--- src/hdl/hcc_pkg.sv ---
// Shared constants and modulo-26 helper functions for the Hill cipher codec.
`default_nettype none
package hcc_pkg;

    localparam int LETTER_W  = 5;
    localparam int KEY_ROW_W = 15;
    localparam int CFG_IDX_W = 3;
    localparam int SUM_W     = 11;

    localparam logic [LETTER_W-1:0] MODULUS    = 5'd26;
    localparam logic [LETTER_W-1:0] PAD_LETTER = 5'd23;

    localparam logic [CFG_IDX_W-1:0] CFG_MODE       = 3'd0;
    localparam logic [CFG_IDX_W-1:0] CFG_BLOCK_SIZE = 3'd1;
    localparam logic [CFG_IDX_W-1:0] CFG_KEY_ROW0   = 3'd2;
    localparam logic [CFG_IDX_W-1:0] CFG_KEY_ROW1   = 3'd3;
    localparam logic [CFG_IDX_W-1:0] CFG_KEY_ROW2   = 3'd4;

    localparam logic [1:0] BLOCK_SIZE_3 = 2'd3;

    typedef logic [LETTER_W-1:0]  t_letter;
    typedef logic [KEY_ROW_W-1:0] t_key_row;
    typedef logic [SUM_W-1:0]     t_sum;

    // Reduce a 5-bit value (0..31) into 0..25.
    function automatic t_letter red26(input t_letter x);
        red26 = (x >= MODULUS) ? x - MODULUS : x;
    endfunction

    // Additive inverse of a value already in 0..25.
    function automatic t_letter neg26(input t_letter x);
        neg26 = (x == '0) ? '0 : MODULUS - x;
    endfunction

    // Reciprocal multiply by 78/2048 underestimates the quotient by at most one.
    function automatic t_letter mod26(input t_sum v);
        logic [17:0] p;
        logic [6:0]  q;
        logic [11:0] r;
        p = 18'(v) * 18'd78;
        q = p[17:11];
        r = 12'(v) - 12'(q) * 12'd26;
        if (r >= 12'd26) begin
            r = r - 12'd26;
        end
        mod26 = r[LETTER_W-1:0];
    endfunction

    // Multiplicative inverse modulo 26, zero where none exists.
    function automatic t_letter inv26(input t_letter x);
        case (x)
            5'd1:    inv26 = 5'd1;
            5'd3:    inv26 = 5'd9;
            5'd5:    inv26 = 5'd21;
            5'd7:    inv26 = 5'd15;
            5'd9:    inv26 = 5'd3;
            5'd11:   inv26 = 5'd19;
            5'd15:   inv26 = 5'd7;
            5'd17:   inv26 = 5'd23;
            5'd19:   inv26 = 5'd11;
            5'd21:   inv26 = 5'd5;
            5'd23:   inv26 = 5'd17;
            5'd25:   inv26 = 5'd25;
            default: inv26 = 5'd0;
        endcase
    endfunction

    // Pick the 5-bit entry of column col from a key row.
    function automatic t_letter key_field(input t_key_row row, input logic [1:0] col);
        case (col)
            2'd0:    key_field = row[4:0];
            2'd1:    key_field = row[9:5];
            default: key_field = row[14:10];
        endcase
    endfunction

endpackage
`default_nettype wire

--- src/hdl/hcc_in_if.sv ---
// Input letter channel: valid/ready handshake with letter payload.
`default_nettype none
interface hcc_in_if;
    import hcc_pkg::*;

    logic    valid;
    logic    ready;
    t_letter letter;
    logic    end_of_message;

    modport source (output valid, output letter, output end_of_message, input ready);
    modport sink   (input valid, input letter, input end_of_message, output ready);
endinterface
`default_nettype wire

--- src/hdl/hcc_out_if.sv ---
// Output letter channel: valid/ready handshake with result payload.
`default_nettype none
interface hcc_out_if;
    import hcc_pkg::*;

    logic    valid;
    logic    ready;
    t_letter out_letter;
    logic    last_of_block;
    logic    last_of_message;
    logic    key_error;

    modport source (output valid, output out_letter, output last_of_block,
                    output last_of_message, output key_error, input ready);
    modport sink   (input valid, input out_letter, input last_of_block,
                    input last_of_message, input key_error, output ready);
endinterface
`default_nettype wire

--- src/hdl/hill_cipher_block_codec.sv ---
// Hill cipher mod-26 block codec with one shared multiply-accumulate unit.
//
//  channel  | dir | handshake     | payload
//  ---------+-----+---------------+-------------------------------------------------
//  i_in     | in  | valid/ready   | letter, end_of_message
//  o_out    | out | valid/ready   | out_letter, last_of_block, last_of_message, key_error
//  i_cfg_*  | in  | write enable  | register index, 15-bit data
//
// A letter is taken whenever the codec is idle; ready is low while a block is worked on.
// Each result letter is accumulated in ST_MAC over the n letters of the block (n = block
// size), then passes ST_SCALE in decrypt and ST_RED, and sits in the output register until
// transferred. A 2x2 decrypt block first passes ST_DET1, ST_DET2 and ST_CHECK for
// determinant and inverse; key errors skip the MACs. All steps share the 5x5 multiplier and mod-26 reducer.
// Reset is synchronous; it restores the identity key, encrypt, block size 2.
`default_nettype none
module hill_cipher_block_codec #(
    parameter int MAX_BLOCK = 3
) (
    input  wire                             i_clk,
    input  wire                             i_rst_n,
    hcc_in_if.sink                          i_in,
    hcc_out_if.source                       o_out,
    input  wire                             i_cfg_we,
    input  wire [hcc_pkg::CFG_IDX_W-1:0]    i_cfg_idx,
    input  wire [hcc_pkg::KEY_ROW_W-1:0]    i_cfg_data
);
    import hcc_pkg::*;

    localparam int IW = $clog2(MAX_BLOCK);
    localparam int FW = $clog2(MAX_BLOCK + 1);

    typedef enum logic [2:0] {
        ST_IDLE,
        ST_DET1,
        ST_DET2,
        ST_CHECK,
        ST_MAC,
        ST_SCALE,
        ST_RED,
        ST_OUT
    } t_state;

    t_state         r_state;
    logic           r_mode;
    logic [1:0]     r_bs;
    t_key_row       r_key [3];
    t_letter        r_buf [MAX_BLOCK];
    logic [FW-1:0]  r_fill;
    logic [IW-1:0]  r_k;
    logic [IW-1:0]  r_j;
    t_sum           r_sum;
    t_letter        r_inv;
    logic           r_err;
    logic           r_eom;
    logic           r_out_valid;
    t_letter        r_out_letter;
    logic           r_out_lob;
    logic           r_out_lom;
    logic           r_out_err;

    logic [FW-1:0]  blk_n;
    logic [FW-1:0]  blk_last;
    logic [FW-1:0]  f0;
    logic [FW-1:0]  f1;
    logic           in_xfer;
    logic           k_last;
    logic           j_last;
    logic [1:0]     kk;
    logic [1:0]     jj;
    t_letter        ka, kb, kc, kd;
    t_letter        sum_red;
    t_letter        adj;
    t_letter        op_x;
    t_letter        op_y;
    t_sum           op_base;
    logic [9:0]     prod;
    t_sum           sum_nxt;
    t_letter        inv_val;

    assign blk_n    = (r_bs == BLOCK_SIZE_3 && MAX_BLOCK >= 3) ? FW'(3) : FW'(2);
    assign blk_last = blk_n - FW'(1);
    assign f0       = (r_fill >= blk_n) ? '0 : r_fill;
    assign f1       = f0 + FW'(1);
    assign in_xfer  = i_in.valid && i_in.ready;
    assign k_last   = (FW'(r_k) == blk_last);
    assign j_last   = (FW'(r_j) == blk_last);
    assign kk       = 2'(r_k);
    assign jj       = 2'(r_j);

    assign i_in.ready            = (r_state == ST_IDLE);
    assign o_out.valid           = r_out_valid;
    assign o_out.out_letter      = r_out_letter;
    assign o_out.last_of_block   = r_out_lob;
    assign o_out.last_of_message = r_out_lom;
    assign o_out.key_error       = r_out_err;

    assign ka      = red26(key_field(r_key[0], 2'd0));
    assign kb      = red26(key_field(r_key[0], 2'd1));
    assign kc      = red26(key_field(r_key[1], 2'd0));
    assign kd      = red26(key_field(r_key[1], 2'd1));
    assign sum_red = mod26(r_sum);
    assign inv_val = inv26(sum_red);

    // Adjugate of the 2x2 key; the determinant inverse is applied afterwards.
    always_comb begin
        case ({kk[0], jj[0]})
            2'b00:   adj = kd;
            2'b01:   adj = neg26(kb);
            2'b10:   adj = neg26(kc);
            default: adj = ka;
        endcase
    end

    always_comb begin
        op_x    = '0;
        op_y    = '0;
        op_base = '0;
        case (r_state)
            ST_DET1: begin
                op_x = kb;
                op_y = kc;
            end
            ST_DET2: begin
                op_x    = ka;
                op_y    = kd;
                op_base = SUM_W'(neg26(sum_red));
            end
            ST_MAC: begin
                op_x    = r_buf[r_k];
                op_y    = r_mode ? adj : key_field(r_key[kk], jj);
                op_base = r_sum;
            end
            ST_SCALE: begin
                op_x = sum_red;
                op_y = r_inv;
            end
            default: begin
                op_x = '0;
            end
        endcase
    end

    assign prod    = 10'(red26(op_x)) * 10'(red26(op_y));
    assign sum_nxt = op_base + SUM_W'(prod);

    always_ff @(posedge i_clk) begin
        if (!i_rst_n) begin
            r_mode   <= 1'b0;
            r_bs     <= 2'd2;
            r_key[0] <= 15'd1;
            r_key[1] <= 15'd32;
            r_key[2] <= 15'd1024;
        end else if (i_cfg_we) begin
            unique case (i_cfg_idx)
                CFG_MODE:       r_mode   <= i_cfg_data[0];
                CFG_BLOCK_SIZE: r_bs     <= i_cfg_data[1:0];
                CFG_KEY_ROW0:   r_key[0] <= i_cfg_data;
                CFG_KEY_ROW1:   r_key[1] <= i_cfg_data;
                CFG_KEY_ROW2:   r_key[2] <= i_cfg_data;
                default:        ;
            endcase
        end
    end

    always_ff @(posedge i_clk) begin
        if (!i_rst_n) begin
            r_state     <= ST_IDLE;
            r_fill      <= '0;
            r_out_valid <= 1'b0;
        end else begin
            unique case (r_state)
                ST_IDLE: begin
                    if (in_xfer) begin
                        for (int i = 0; i < MAX_BLOCK; i++) begin
                            if (FW'(i) == f0) begin
                                r_buf[i] <= i_in.letter;
                            end else if (FW'(i) > f0 && FW'(i) < blk_n
                                         && i_in.end_of_message && !r_mode) begin
                                r_buf[i] <= PAD_LETTER;
                            end
                        end
                        r_k   <= '0;
                        r_j   <= '0;
                        r_sum <= '0;
                        r_eom <= i_in.end_of_message;
                        r_err <= r_mode && (blk_n != FW'(2));
                        if (f1 < blk_n && !i_in.end_of_message) begin
                            r_fill <= f1;
                        end else if (f1 < blk_n && r_mode) begin
                            r_fill <= '0;
                        end else begin
                            r_fill <= '0;
                            if (!r_mode) begin
                                r_state <= ST_MAC;
                            end else if (blk_n != FW'(2)) begin
                                r_state <= ST_RED;
                            end else begin
                                r_state <= ST_DET1;
                            end
                        end
                    end
                end
                ST_DET1: begin
                    r_sum   <= sum_nxt;
                    r_state <= ST_DET2;
                end
                ST_DET2: begin
                    r_sum   <= sum_nxt;
                    r_state <= ST_CHECK;
                end
                ST_CHECK: begin
                    r_inv <= inv_val;
                    r_sum <= '0;
                    if (inv_val == '0) begin
                        r_err   <= 1'b1;
                        r_state <= ST_RED;
                    end else begin
                        r_state <= ST_MAC;
                    end
                end
                ST_MAC: begin
                    r_sum <= sum_nxt;
                    r_k   <= r_k + IW'(1);
                    if (k_last) begin
                        r_state <= r_mode ? ST_SCALE : ST_RED;
                    end
                end
                ST_SCALE: begin
                    r_sum   <= sum_nxt;
                    r_state <= ST_RED;
                end
                ST_RED: begin
                    r_out_letter <= r_err ? '0 : sum_red;
                    r_out_lob    <= j_last;
                    r_out_lom    <= j_last && r_eom;
                    r_out_err    <= r_err;
                    r_out_valid  <= 1'b1;
                    r_state      <= ST_OUT;
                end
                ST_OUT: begin
                    if (o_out.ready) begin
                        r_out_valid <= 1'b0;
                        r_k         <= '0;
                        r_sum       <= '0;
                        if (j_last) begin
                            r_state <= ST_IDLE;
                        end else begin
                            r_j     <= r_j + IW'(1);
                            r_state <= r_err ? ST_RED : ST_MAC;
                        end
                    end
                end
                default: begin
                    r_state <= ST_IDLE;
                end
            endcase
        end
    end

endmodule
`default_nettype wire

--- src/flat_wrapper.sv ---
// flat-port wrapper written by rule: the top's interface ports become plain ports
module hill_cipher_block_codec_flat import hcc_pkg::*;
#(
    parameter int MAX_BLOCK = 3
)
  (i_clk, i_rst_n, i_cfg_we, i_cfg_idx, i_cfg_data, i_in_valid, i_in_letter, i_in_end_of_message, i_in_ready, o_out_valid, o_out_out_letter, o_out_last_of_block, o_out_last_of_message, o_out_key_error, o_out_ready);
  hcc_in_if i_in_i ();
  hcc_out_if o_out_i ();
  input  wire i_clk;
  input  wire i_rst_n;
  input  wire i_cfg_we;
  input  wire [hcc_pkg::CFG_IDX_W-1:0] i_cfg_idx;
  input  wire [hcc_pkg::KEY_ROW_W-1:0] i_cfg_data;
  input wire logic [$bits(i_in_i.valid)-1:0] i_in_valid;
  input wire logic [$bits(i_in_i.letter)-1:0] i_in_letter;
  input wire logic [$bits(i_in_i.end_of_message)-1:0] i_in_end_of_message;
  output wire logic [$bits(i_in_i.ready)-1:0] i_in_ready;
  output wire logic [$bits(o_out_i.valid)-1:0] o_out_valid;
  output wire logic [$bits(o_out_i.out_letter)-1:0] o_out_out_letter;
  output wire logic [$bits(o_out_i.last_of_block)-1:0] o_out_last_of_block;
  output wire logic [$bits(o_out_i.last_of_message)-1:0] o_out_last_of_message;
  output wire logic [$bits(o_out_i.key_error)-1:0] o_out_key_error;
  input wire logic [$bits(o_out_i.ready)-1:0] o_out_ready;
  assign i_in_i.valid = i_in_valid;
  assign i_in_i.letter = i_in_letter;
  assign i_in_i.end_of_message = i_in_end_of_message;
  assign i_in_ready = i_in_i.ready;
  assign o_out_valid = o_out_i.valid;
  assign o_out_out_letter = o_out_i.out_letter;
  assign o_out_last_of_block = o_out_i.last_of_block;
  assign o_out_last_of_message = o_out_i.last_of_message;
  assign o_out_key_error = o_out_i.key_error;
  assign o_out_i.ready = o_out_ready;
  hill_cipher_block_codec #(.MAX_BLOCK(MAX_BLOCK)) u_core (.i_clk(i_clk), .i_rst_n(i_rst_n), .i_in(i_in_i), .o_out(o_out_i), .i_cfg_we(i_cfg_we), .i_cfg_idx(i_cfg_idx), .i_cfg_data(i_cfg_data));
endmodule
--- config.mk ---
export PLATFORM = sky130hd
export DESIGN_NAME = hill_cipher_block_codec_flat
export DESIGN_NICKNAME = d
export VERILOG_FILES = /design/src/hdl/hcc_pkg.sv /design/src/hdl/hcc_in_if.sv /design/src/hdl/hcc_out_if.sv /design/src/hdl/hill_cipher_block_codec.sv /design/src/flat_wrapper.sv
export SDC_FILE = /design/constraint.sdc
export NUM_CORES = 1
export LEC_CHECK = 0
export ABC_AREA = 1
export BUFFER_PORTS_ARGS = -buffer_cell sky130_fd_sc_hd__clkbuf_2
export CORE_MARGIN = 4
export CORE_UTILIZATION = 40
export CTS_CLUSTER_SIZE = 24
export DETAILED_ROUTE_END_ITERATION = 8
export MAX_ROUTING_LAYER = met4
export PLACE_DENSITY = 0.67
export SLEW_MARGIN = 0
export SYNTH_ARGS = -nofsm -noshare
export SYNTH_HDL_FRONTEND = slang
export SYNTH_SLANG_ARGS = --single-unit
--- constraint.sdc ---
create_clock -name i_clk -period 30.8 [get_ports i_clk]
set_clock_uncertainty 0.2 [all_clocks]
set_input_delay 6.16 -clock i_clk [delete_from_list [all_inputs] [get_ports i_clk]]
set_output_delay 6.16 -clock i_clk [all_outputs]
set_load 0.05 [all_outputs]
### Word-level counts from Yosys, hierarchy flattened

Memories as Yosys holds them, arrays and structs flattened. A register that Yosys moved wholly into a read port is not among the register bits.
Cells that the tools add are included.

| word-level totals | value |
|---|---|
| bits in registers | 39 |
| RAM bits | 60 |
| bits in read-only memories | 160 |
| input port bits | 29 |
| output and inout bits | 10 |
| memories | 3 |

Memory list:

| name | depth | bits a word | read ports | clocked after memory_dff | write ports | RTL line | source |
|---|---|---|---|---|---|---|---|
| (name not given) | 32 | 5 | 1 | 0 | 0 | hcc_pkg.sv:51 | `case (x)` |
| u_core.r_key | 3 | 15 | 3 | 1 | 3 | hill_cipher_block_codec.sv:46 | `t_key_row r_key [3];` |
| u_core.r_buf | 3 | 5 | 1 | 1 | 3 | hill_cipher_block_codec.sv:47 | `t_letter r_buf [MAX_BLOCK];` |

| cells by class | value |
|---|---|
| add/subtract/negate cells | 16 |
| multipliers | 3 |
| order comparisons | 15 |
| eq/ne operators | 27 |
| mux-type cells | 99 |
| bitwise logic cells | 6 |
| reductions and logical operators | 43 |

Operator list:

| operator | count |
|---|---|
| 5-bit 2-to-1 mux | 14 |
| 1-bit 2-to-1 mux | 50 |
| 15-bit 2-to-1 mux | 3 |
| 11-bit case mux with 4 select lines | 1 |
| 5-bit case mux with 4 select lines | 2 |
| 5-bit subtractor, second input constant | 7 |
| 5-bit greater-or-equal comparator, second input constant | 6 |
| 3-bit 2-to-1 mux | 8 |
| 3-bit case mux with 8 select lines | 1 |
| 11-bit 2-to-1 mux | 2 |
| 2-bit 2-to-1 mux | 11 |
| 11-bit case mux with 2 select lines | 1 |
| 5-bit zero test | 4 |
| 11-bit by 6-bit multiplier with 17-bit output, second input constant | 1 |
| 3-bit equality test, second input constant | 5 |
| 5-bit case mux with 3 select lines | 1 |
| 5-bit subtractor, first input constant | 3 |
| 1-bit logical AND | 14 |
| 3-bit by 2-bit equality test with 1-bit output, second input constant | 4 |
| 12-bit by 5-bit greater-or-equal comparator with 1-bit output, second input constant | 1 |
| 2-bit != test, second input constant | 6 |
| 2-bit AND reduction | 6 |
| 4-bit AND reduction | 3 |
| 11-bit by 12-bit subtractor with 12-bit output | 1 |
| other kinds (32) | 54 |

### Depth between registers and ports, before layout

Gate-level depths: netlist of the first run.

| logic depth | value |
|---|---|
| word-level depth | 15 |
| gate-level depth with buffers | 70 |
| mapped depth without buffers | 70 |

### Least setup slack after synthesis of the first run

Ideal clock, no wire load.

| timing | value |
|---|---|
| kind | register -> register |
| start | register u_core.r_sum[4] |
| end | register u_core.r_sum[10], data pin |
| setup time | 259 ps |
| arrival | 10228 ps |
| data required time | 30341 ps |
| path slack | 20113 ps |
| stages on the path, launching flop included | 67 |
| period minus slack after synthesis | 10687 ps |
| path through | edfxtp_1 -> inv_1 -> fa_1 -> inv_1 -> ha_1 -> fa_1 -> ha_1 -> a21oi_1 -> nand2_1 -> a21oi_1 -> nor2_1 -> a211oi_1 -> o21bai_1 -> a21oi_1 -> o21ai_0 -> nand2_1 -> nand2_1 -> nand2_1 -> [... 31 more ...] -> fa_1 -> inv_1 -> fa_1 -> inv_1 -> ha_1 -> inv_1 -> o31ai_1 -> nand2_1 -> inv_1 -> nor2_1 -> o21bai_1 -> nand2_1 -> inv_1 -> nor2_1 -> nor2_1 -> nor2_1 -> o21ai_0 -> a21oi_1 |

| between the ends | value |
|---|---|
| word-level cells in the longest chain between the ends | 11 |
| elaborated cells on any way between the ends | 17 |

Ends and longest elaborated chain:

| element | RTL line | source |
|---|---|---|
| start: declaration | hill_cipher_block_codec.sv:51 | `t_sum r_sum;` |
| start signal: assignment | hill_cipher_block_codec.sv:204 | `r_sum <= sum_nxt;` |
| start signal: assignment | hill_cipher_block_codec.sv:208 | `r_sum <= sum_nxt;` |
| start signal: assignment | hill_cipher_block_codec.sv:222 | `r_sum <= sum_nxt;` |
| 11-bit by 6-bit multiplier with 17-bit output | hcc_pkg.sv:40 | `p = 18'(v) * 18'd78;` |
| 7-bit by 4-bit multiplier with 11-bit output | hcc_pkg.sv:42 | `r = 12'(v) - 12'(q) * 12'd26;` |
| 11-bit by 12-bit subtractor with 12-bit output (*) | hcc_pkg.sv:42 |  |
| 12-bit by 5-bit greater-or-equal comparator with 1-bit output / 5-bit subtractor (equally long branches) | hcc_pkg.sv:43, hcc_pkg.sv:44 |  |
| 5-bit 2-to-1 mux (*) | hcc_pkg.sv:43 | `if (r >= 12'd26) begin` |
| named net u_core.sum_red[1] | hill_cipher_block_codec.sv:71 | `t_letter sum_red;` |
| 5-bit case mux with 4 select lines | hill_cipher_block_codec.sv:118 | `case (r_state)` |
| 5-bit subtractor / 5-bit greater-or-equal comparator (equally long branches) | hcc_pkg.sv:27 | `red26 = (x >= MODULUS) ? x - MODULUS : x;` |
| 5-bit 2-to-1 mux | hcc_pkg.sv:27 |  |
| 5-bit by 5-bit multiplier with 10-bit output | hill_cipher_block_codec.sv:143 | `assign prod = 10'(red26(op_x)) * 10'(red26(op_y));` |
| 11-bit by 10-bit adder with 11-bit output (*) | hill_cipher_block_codec.sv:144 | `assign sum_nxt = op_base + SUM_W'(prod);` |
| 11-bit case mux with 4 select lines (*) | hill_cipher_block_codec.sv:171 | `unique case (r_state)` |

Mark *: on every way through the listed nets, which the timed path passes. The rest lies on a longest branch.
A chain may end at the register's enable or synchronous reset.

### Worst setup path after layout of the first run

Ends and elaborated chain as after synthesis.

==> results of run 1 <==
==> worst paths after layout <==
| kind | from | slack [ns] | depth (start not counted) | endpoint |
|---|---|---|---|---|
| setup / recovery | u_core.r_sum[4]$_SDFFCE_PP0P_ | 19.10 | 66 | u_core.r_sum[10]$_SDFFCE_PP0P_ |
| hold / removal | u_core.r_buf[2][0]$_SDFFE_PP1P_ | 0.29 | 2 | u_core.r_buf[2][0]$_SDFFE_PP1P_ |
| setup reg to reg | u_core.r_sum[4]$_SDFFCE_PP0P_ | 19.10 | 66 | u_core.r_sum[10]$_SDFFCE_PP0P_ |
| hold reg to reg | u_core.r_buf[2][0]$_SDFFE_PP1P_ | 0.29 | 2 | u_core.r_buf[2][0]$_SDFFE_PP1P_ |
==> critical path, delay by kind of cell (launching register included) <==
kind                     cells  cell delay (ns)
adder cells (fa/ha/maj)     12             4.91
AND/OR/NAND/NOR             27             2.51
AO/OA/AOI/OAI               13             2.24
buffers and inverters       13             0.96
flip-flops                   1             0.45
XOR/XNOR                     1             0.17
==> area by class of cell <==
| type | instances | area (um^2) | area share |
|---|---|---|---|
| tap | 280 | 350 | 0.0354 |
| timing repair buffer | 41 | 213 | 0.0215 |
| inverter | 257 | 965 | 0.0976 |
| clock buffer | 9 | 225 | 0.0228 |
| multi-input combinational | 782 | 5170 | 0.523 |
| sequential | 101 | 2870 | 0.291 |
| clock inverter | 7 | 85.1 | 0.00861 |
==> state kept, by name, summed over array words and instances, names as in the netlist, 2 cells and up, named ones only <==
| signal | count |
|---|---|
| u_core.r_inv | 5 |
| u_core.r_bs | 2 |
| u_core.kk | 2 |
| u_core.r_state | 3 |
| u_core.r_fill | 2 |
| u_core.r_buf | 15 |
| u_core.jj | 2 |
| u_core.r_key | 45 |
| u_core.o_out.out_letter | 5 |
| u_core.r_sum | 11 |
==> metrics by stage <==
| stage | cells | utilization |
|---|---|---|
| 3_5_place_dp | 1461 | 0.433 |
| 5_1_grt | 1477 | 0.447 |
| 6_report | 1477 | 0.447 |
| 4_1_cts | 1477 | 0.447 |
| 3_3_place_gp | 1461 | 0.433 |
| 2_1_floorplan | 1153 | - |
==> cells in the mapped netlist (3+ instances only) <==
cell type / instances
or2_1: 3
o211ai_1: 11
nand3_2: 7
nand3b_1: 7
a21oi_1: 57
fa_1: 38
nand4_1: 9
o21bai_1: 3
a211oi_1: 10
o221ai_1: 3
o22ai_1: 6
nor3_1: 8
inv_2: 18
xnor2_1: 4
nand2_1: 199
nand2_2: 15
ha_1: 92
o21ai_2: 3
xor2_1: 14
nor2_1: 136
o21ai_0: 45
a221oi_1: 5
nor2_4: 3
or2_2: 4
inv_1: 239
nand3_1: 66
a31oi_1: 3
edfxtp_1: 85
clkbuf_1: 9
dfxtp_1: 16
a21o_1: 3
==> cell families after synthesis <==
| kind of cell | Yosys count | synth area share |
|---|---|---|
| compound gates | 168 | 0.114 |
| xor+xnor | 19 | 0.0192 |
| fa+ha+maj | 130 | 0.211 |
| buf+inv | 270 | 0.113 |
| flops | 101 | 0.317 |
| mux | 1 | 0.00124 |
| simple gates | 464 | 0.226 |
==> layer usage <==
layer | track usage | routed length (um) | part of all wire | up-vias
li1 | - | - | - | 3808
met1 | 0.244 | 9930 | 0.48 | 3462
met2 | 0.281 | 9500 | 0.46 | 202
met3 | 0.0196 | 1050 | 0.050 | 17
met4 | 0.0402 | 233 | 0.011 | 0
met5 | - | 0 | 0 | -
==> results_dict.tcl, run 1 <==
set metrics [dict create \
    crit_slowest_cell "fa_1" \
    end_kind "flip-flop" \
    htree_levels 3 \
    ant_nets 0 \
    viasPerCell 5.07 \
    clkTransAtPathRegs_ns 0.08 \
    crit_required_ns 30.71 \
    wirelength_um 20700 \
    grt_pass1_wl_um 34700 \
    start_util 0.411 \
    max-cap-violations 0 \
    grt_pass1_vias 7077 \
    cts_resized 0 \
    place.gp.congestion 0.956 \
    status "complete, no violations" \
    min_period_over_period 0.380 \
    setup-violations-final 0 \
    fin_nets 1351 \
    clockRootBuffer "clkbuf_16" \
    rsz0062_at_grt "false" \
    ys_async_sr_fraction 0 \
    clk_path_buf_depth 2 \
    drtIter0Drc 471 \
    place_area_um2 9580 \
    synth_top_cell_area_share 0.281 \
    cts_tree "yes" \
    syn_to_final_growth_pct 8.98 \
    ys_top_cells_by_area "edfxtp_1 (28%), ha_1 (13%), inv_1 (9.9%)" \
    fin_area_um2 9890 \
    final_common_cell "inv_1" \
    die_h_um 159 \
    yosys_warnings 0 \
    timing.final.ws_setup_ns 19.10 \
    grt_max_degree 30 \
    cts_hold_buf 0 \
    syn_inst 1153 \
    ys_types 56 \
    hold_path_class "flip-flop to flip-flop" \
    dr.pass1.iters 5 \
    crit_top_cell "nand2_1" \
    insertion_delay_ns 0.36 \
    worst_path_largest_cell_delay_ns 0.54 \
    slew_violations 0 \
    synth_edf_count 85 \
    syn_area_um2 9070 \
    fp-row-count 54 \
    fp.coreArea_um2 22100 \
    die_area_um2 25200 \
    hold_ws_ns 0.293 \
    arrival_ns 11.61 \
    cts.sink_count 101 \
    fmax_ghz 0.0855 \
    hpwlAfterDp_um 16700 \
    place_ws_ns 19.15 \
    relSlewSlack 0.312 \
    route.detailed.drc 0 \
    post-cts-setup-buffer-count 0 \
    nFillCells 2171 \
    final.setup.tns_ns 0 \
    overflow 0 \
    die_w_um 159 \
    synth-seq-cells 101 \
    seq_area_frac_synth 0.317 \
    worst_pin_slew_ns 1.03 \
    critPathKind "flip-flop to flip-flop" \
    antenna_found_initial 0 \
    drive_gt1_frac 0.0977 \
    cts_made_buffers 9 \
    postSynthAreaPerCell_um2 7.87 \
    critPathLaunchType "flip-flop" \
    crit_path_max_fanout 6 \
    num_vias 7489 \
    yosysTopAreaCell "edfxtp_1" \
    portBuffers 38 \
    finalCriticalPeriod_ns 11.70 \
    wl_per_cell_um 14.0 \
    track_usage 0.176 \
    diodes 0 \
    synth_nets 1312 \
    boundaryPins 39 \
    layout_common_cells "inv_1 (239), nand2_1 (199), nor2_1 (136)" \
    hold_viol_final 0 \
    synth_ff_type "edfxtp_1" \
]
Power of run 1 is not shown: default switching activity piles up to over one toggle a cycle in this logic, so the estimate is an artifact.
==> run 2: changes to the inputs <==
Settings changed: ABC_AREA 1 to 0, PLACE_DENSITY 0.67 to 0.69.
Clock period 30.8 ns to 9.5 ns, I/O delays scaled along.
==> run 2 against run 1 <==
  * The run now ends with negative setup slack left
  * Worst hold slack worse by 0.015 ns
  * First-iteration DRC count increased by 4.9%
  * Die area is 0.55% higher
  * Utilization up 7.2 points
  * Area after synthesis up 0.58%
  * Cell area up 16%
  * Maximum frequency grew 5.5%
  * Global-route usage up 0.46 points
  * Synthesized cell count shrank 14%
  * Non-clock buffer count rose by 132
  * Critical path depth decreased by 13
  * Largest cell class unchanged
==> results_dict.tcl, run 2 <==
set metrics [dict create \
    syn_area_um2 9120 \
    fp-row-count 54 \
    boundaryPins 39 \
    synth_nets 1153 \
    syn_inst 994 \
    cts_made_buffers 9 \
    seq_area_frac_synth 0.315 \
    postSynthAreaPerCell_um2 9.18 \
    synth_most_common_cell "inv_1" \
    max-cap-violations 0 \
    worst_pin_slew_ns 0.971 \
    ys_top_cells_by_area "edfxtp_1 (28%), ha_1 (13%), fa_1 (8.3%)" \
    start_util 0.412 \
    violations "negative setup slack" \
    finalCriticalPeriod_ns 11.09 \
    die_w_um 159 \
    route.detailed.drc 0 \
    diodes 0 \
    overflow 0 \
    top_register "u_core.r_key" \
    rsz0062_at_grt "true" \
    syn_to_final_growth_pct 26.1 \
    hpwlAfterDp_um 17600 \
    fin_nets 1311 \
    crit_top_cell "inv_2" \
    critPathLaunchType "flip-flop" \
    cts.sink_count 101 \
    timing.final.ws_setup_ns -1.59 \
    synth_top_cell_area_share 0.280 \
    multi_input_comb_area_um2 6290 \
    final_common_cell "buf_4" \
    ys_async_sr_fraction 0 \
    crit_path_max_fanout 5 \
    num_vias 7819 \
    seq_area_um2 2870 \
    end_kind "flip-flop" \
    wl_per_cell_um 15.9 \
    die_area_um2 25300 \
    antenna_found_initial 0 \
    synth-seq-cells 101 \
    hold_ws_ns 0.278 \
    drive_gt1_frac 0.274 \
    fin_area_um2 11500 \
    yosys_warnings 0 \
    layout_common_cells "buf_4 (132), inv_1 (104), edfxtp_1 (85)" \
    clockRootBuffer "clkbuf_16" \
    nFillCells 1978 \
    top_regs "u_core.r_key: 45 flops, u_core.r_buf: 15 flops, u_core.r_sum: 11 flops" \
    fp.coreArea_um2 22200 \
    clk_path_buf_depth 2 \
    clkTransAtPathRegs_ns 0.08 \
    drtIter0Drc 494 \
    min_period_over_period 1.17 \
    synth_edf_count 85 \
    synth_ff_type "edfxtp_1" \
    grt_pass1_wl_um 37000 \
    wirelength_um 22800 \
    portBuffers 38 \
    htree_levels 3 \
    arrival_ns 11.01 \
    yosysTopAreaCell "edfxtp_1" \
    track_usage 0.181 \
    worst_path_largest_cell_delay_ns 0.56 \
    ant_nets 0 \
    slew_violations 0 \
    grt_pass1_vias 7594 \
    cts_tree "yes" \
    largest_register_ffs 45 \
    grt_max_degree 33 \
    critPathKind "flip-flop to flip-flop" \
    place_ws_ns -1.60 \
    ys_top_cells_by_count "inv_1 (122), ha_1 (92), edfxtp_1 (85), nor2_1 (85), nand2_1 (82)" \
    relSlewSlack 0.347 \
    place_area_um2 10700 \
    insertion_delay_ns 0.36 \
    hold_viol_final 0 \
    crit_required_ns 9.42 \
    fmax_ghz 0.0902 \
    place.gp.congestion 0.947 \
    status "complete, but fails checks" \
    dr.pass1.iters 5 \
    cts_hold_buf 0 \
    viasPerCell 5.44 \
    die_h_um 159 \
    ys_types 79 \
    crit_slowest_cell "fa_1" \
    setup-violations-final 9 \
    hold_path_class "flip-flop to flip-flop" \
]
==> run 2: cell count changes after synthesis, sizes merged, moves of 13 or more <==
cell    change
nand2b     +20
a21oi      -13
clkbuf     +15
and2       +22
nor2b      +13
mux2i      +23
xnor2      +16
nand2     -134
nand3      -56
nor2       -56
inv       -135
o21ai      +28
==> run 2: area by class of cell <==
type                            instances  area share
Clock buffer                            9      0.0196
Timing Repair Buffer                  173       0.106
Tap cell                              280      0.0305
Sequential cell                       101       0.250
Clock inverter                          7     0.00783
Inverter                              123      0.0401
Multi-Input combinational cell        744       0.547
==> run 2: cells by family after synthesis <==
| logic type | after synthesis | synth area share |
|---|---|---|
| xor+xnor | 32 | 0.0324 |
| fa+ha+maj | 130 | 0.210 |
| compound gates | 251 | 0.185 |
| buf+inv | 149 | 0.0616 |
| flops | 101 | 0.315 |
| mux | 31 | 0.0351 |
| simple gates | 300 | 0.162 |
==> run 2: worst max-delay path, delay by kind of cell (launching register included) <==
family          cells  cell delay (ns)
compound gates     18             3.10
xor+xnor            3             0.41
fa+ha+maj          13             4.75
buf+inv             9             0.54
flops               1             0.38
simple gates       10             1.45
==> run 2: through the flow <==
step,std cells,utilization,setup TNS (ns)
floorplan,994,-,-6.80
global placement,1400,0.482,-8.43
detailed placement,1400,0.482,-10.21
CTS,1424,0.503,-9.43
global route,1437,0.519,-13.44
finish,1437,0.519,-9.70
==> run 2: per-layer routing <==
layer,track usage,part of all wire,vias to the layer above,wire [um]
met5,-,0,-,0
met4,0.0600,0.025,0,560
met3,0.0280,0.055,44,1260
met2,0.284,0.46,214,10400
met1,0.241,0.46,3733,10600
li1,-,-,3828,-
==> run 2: worst paths after layout <==
kind / start / endpoint / slack [ns] / cells past startpoint
hold reg to reg: u_core.r_bs[1]$_SDFFE_PN1P_ / u_core.r_bs[1]$_SDFFE_PN1P_ / 0.28 / 2
hold / removal: u_core.r_bs[1]$_SDFFE_PN1P_ / u_core.r_bs[1]$_SDFFE_PN1P_ / 0.28 / 2
setup / recovery: u_core.r_sum[5]$_SDFFCE_PP0P_ / u_core.r_sum[10]$_SDFFCE_PP0P_ / -1.59 / 53
setup reg to reg: u_core.r_sum[5]$_SDFFCE_PP0P_ / u_core.r_sum[10]$_SDFFCE_PP0P_ / -1.59 / 53
==> run 2: what timing repair did <==
action,CTS,global route
setup endpoints to repair,9,12
cloned,0,0
pin swaps,24,53
gates resized for setup,22,45
buffers inserted,9,13
Power of run 2 is left out for the same reason.
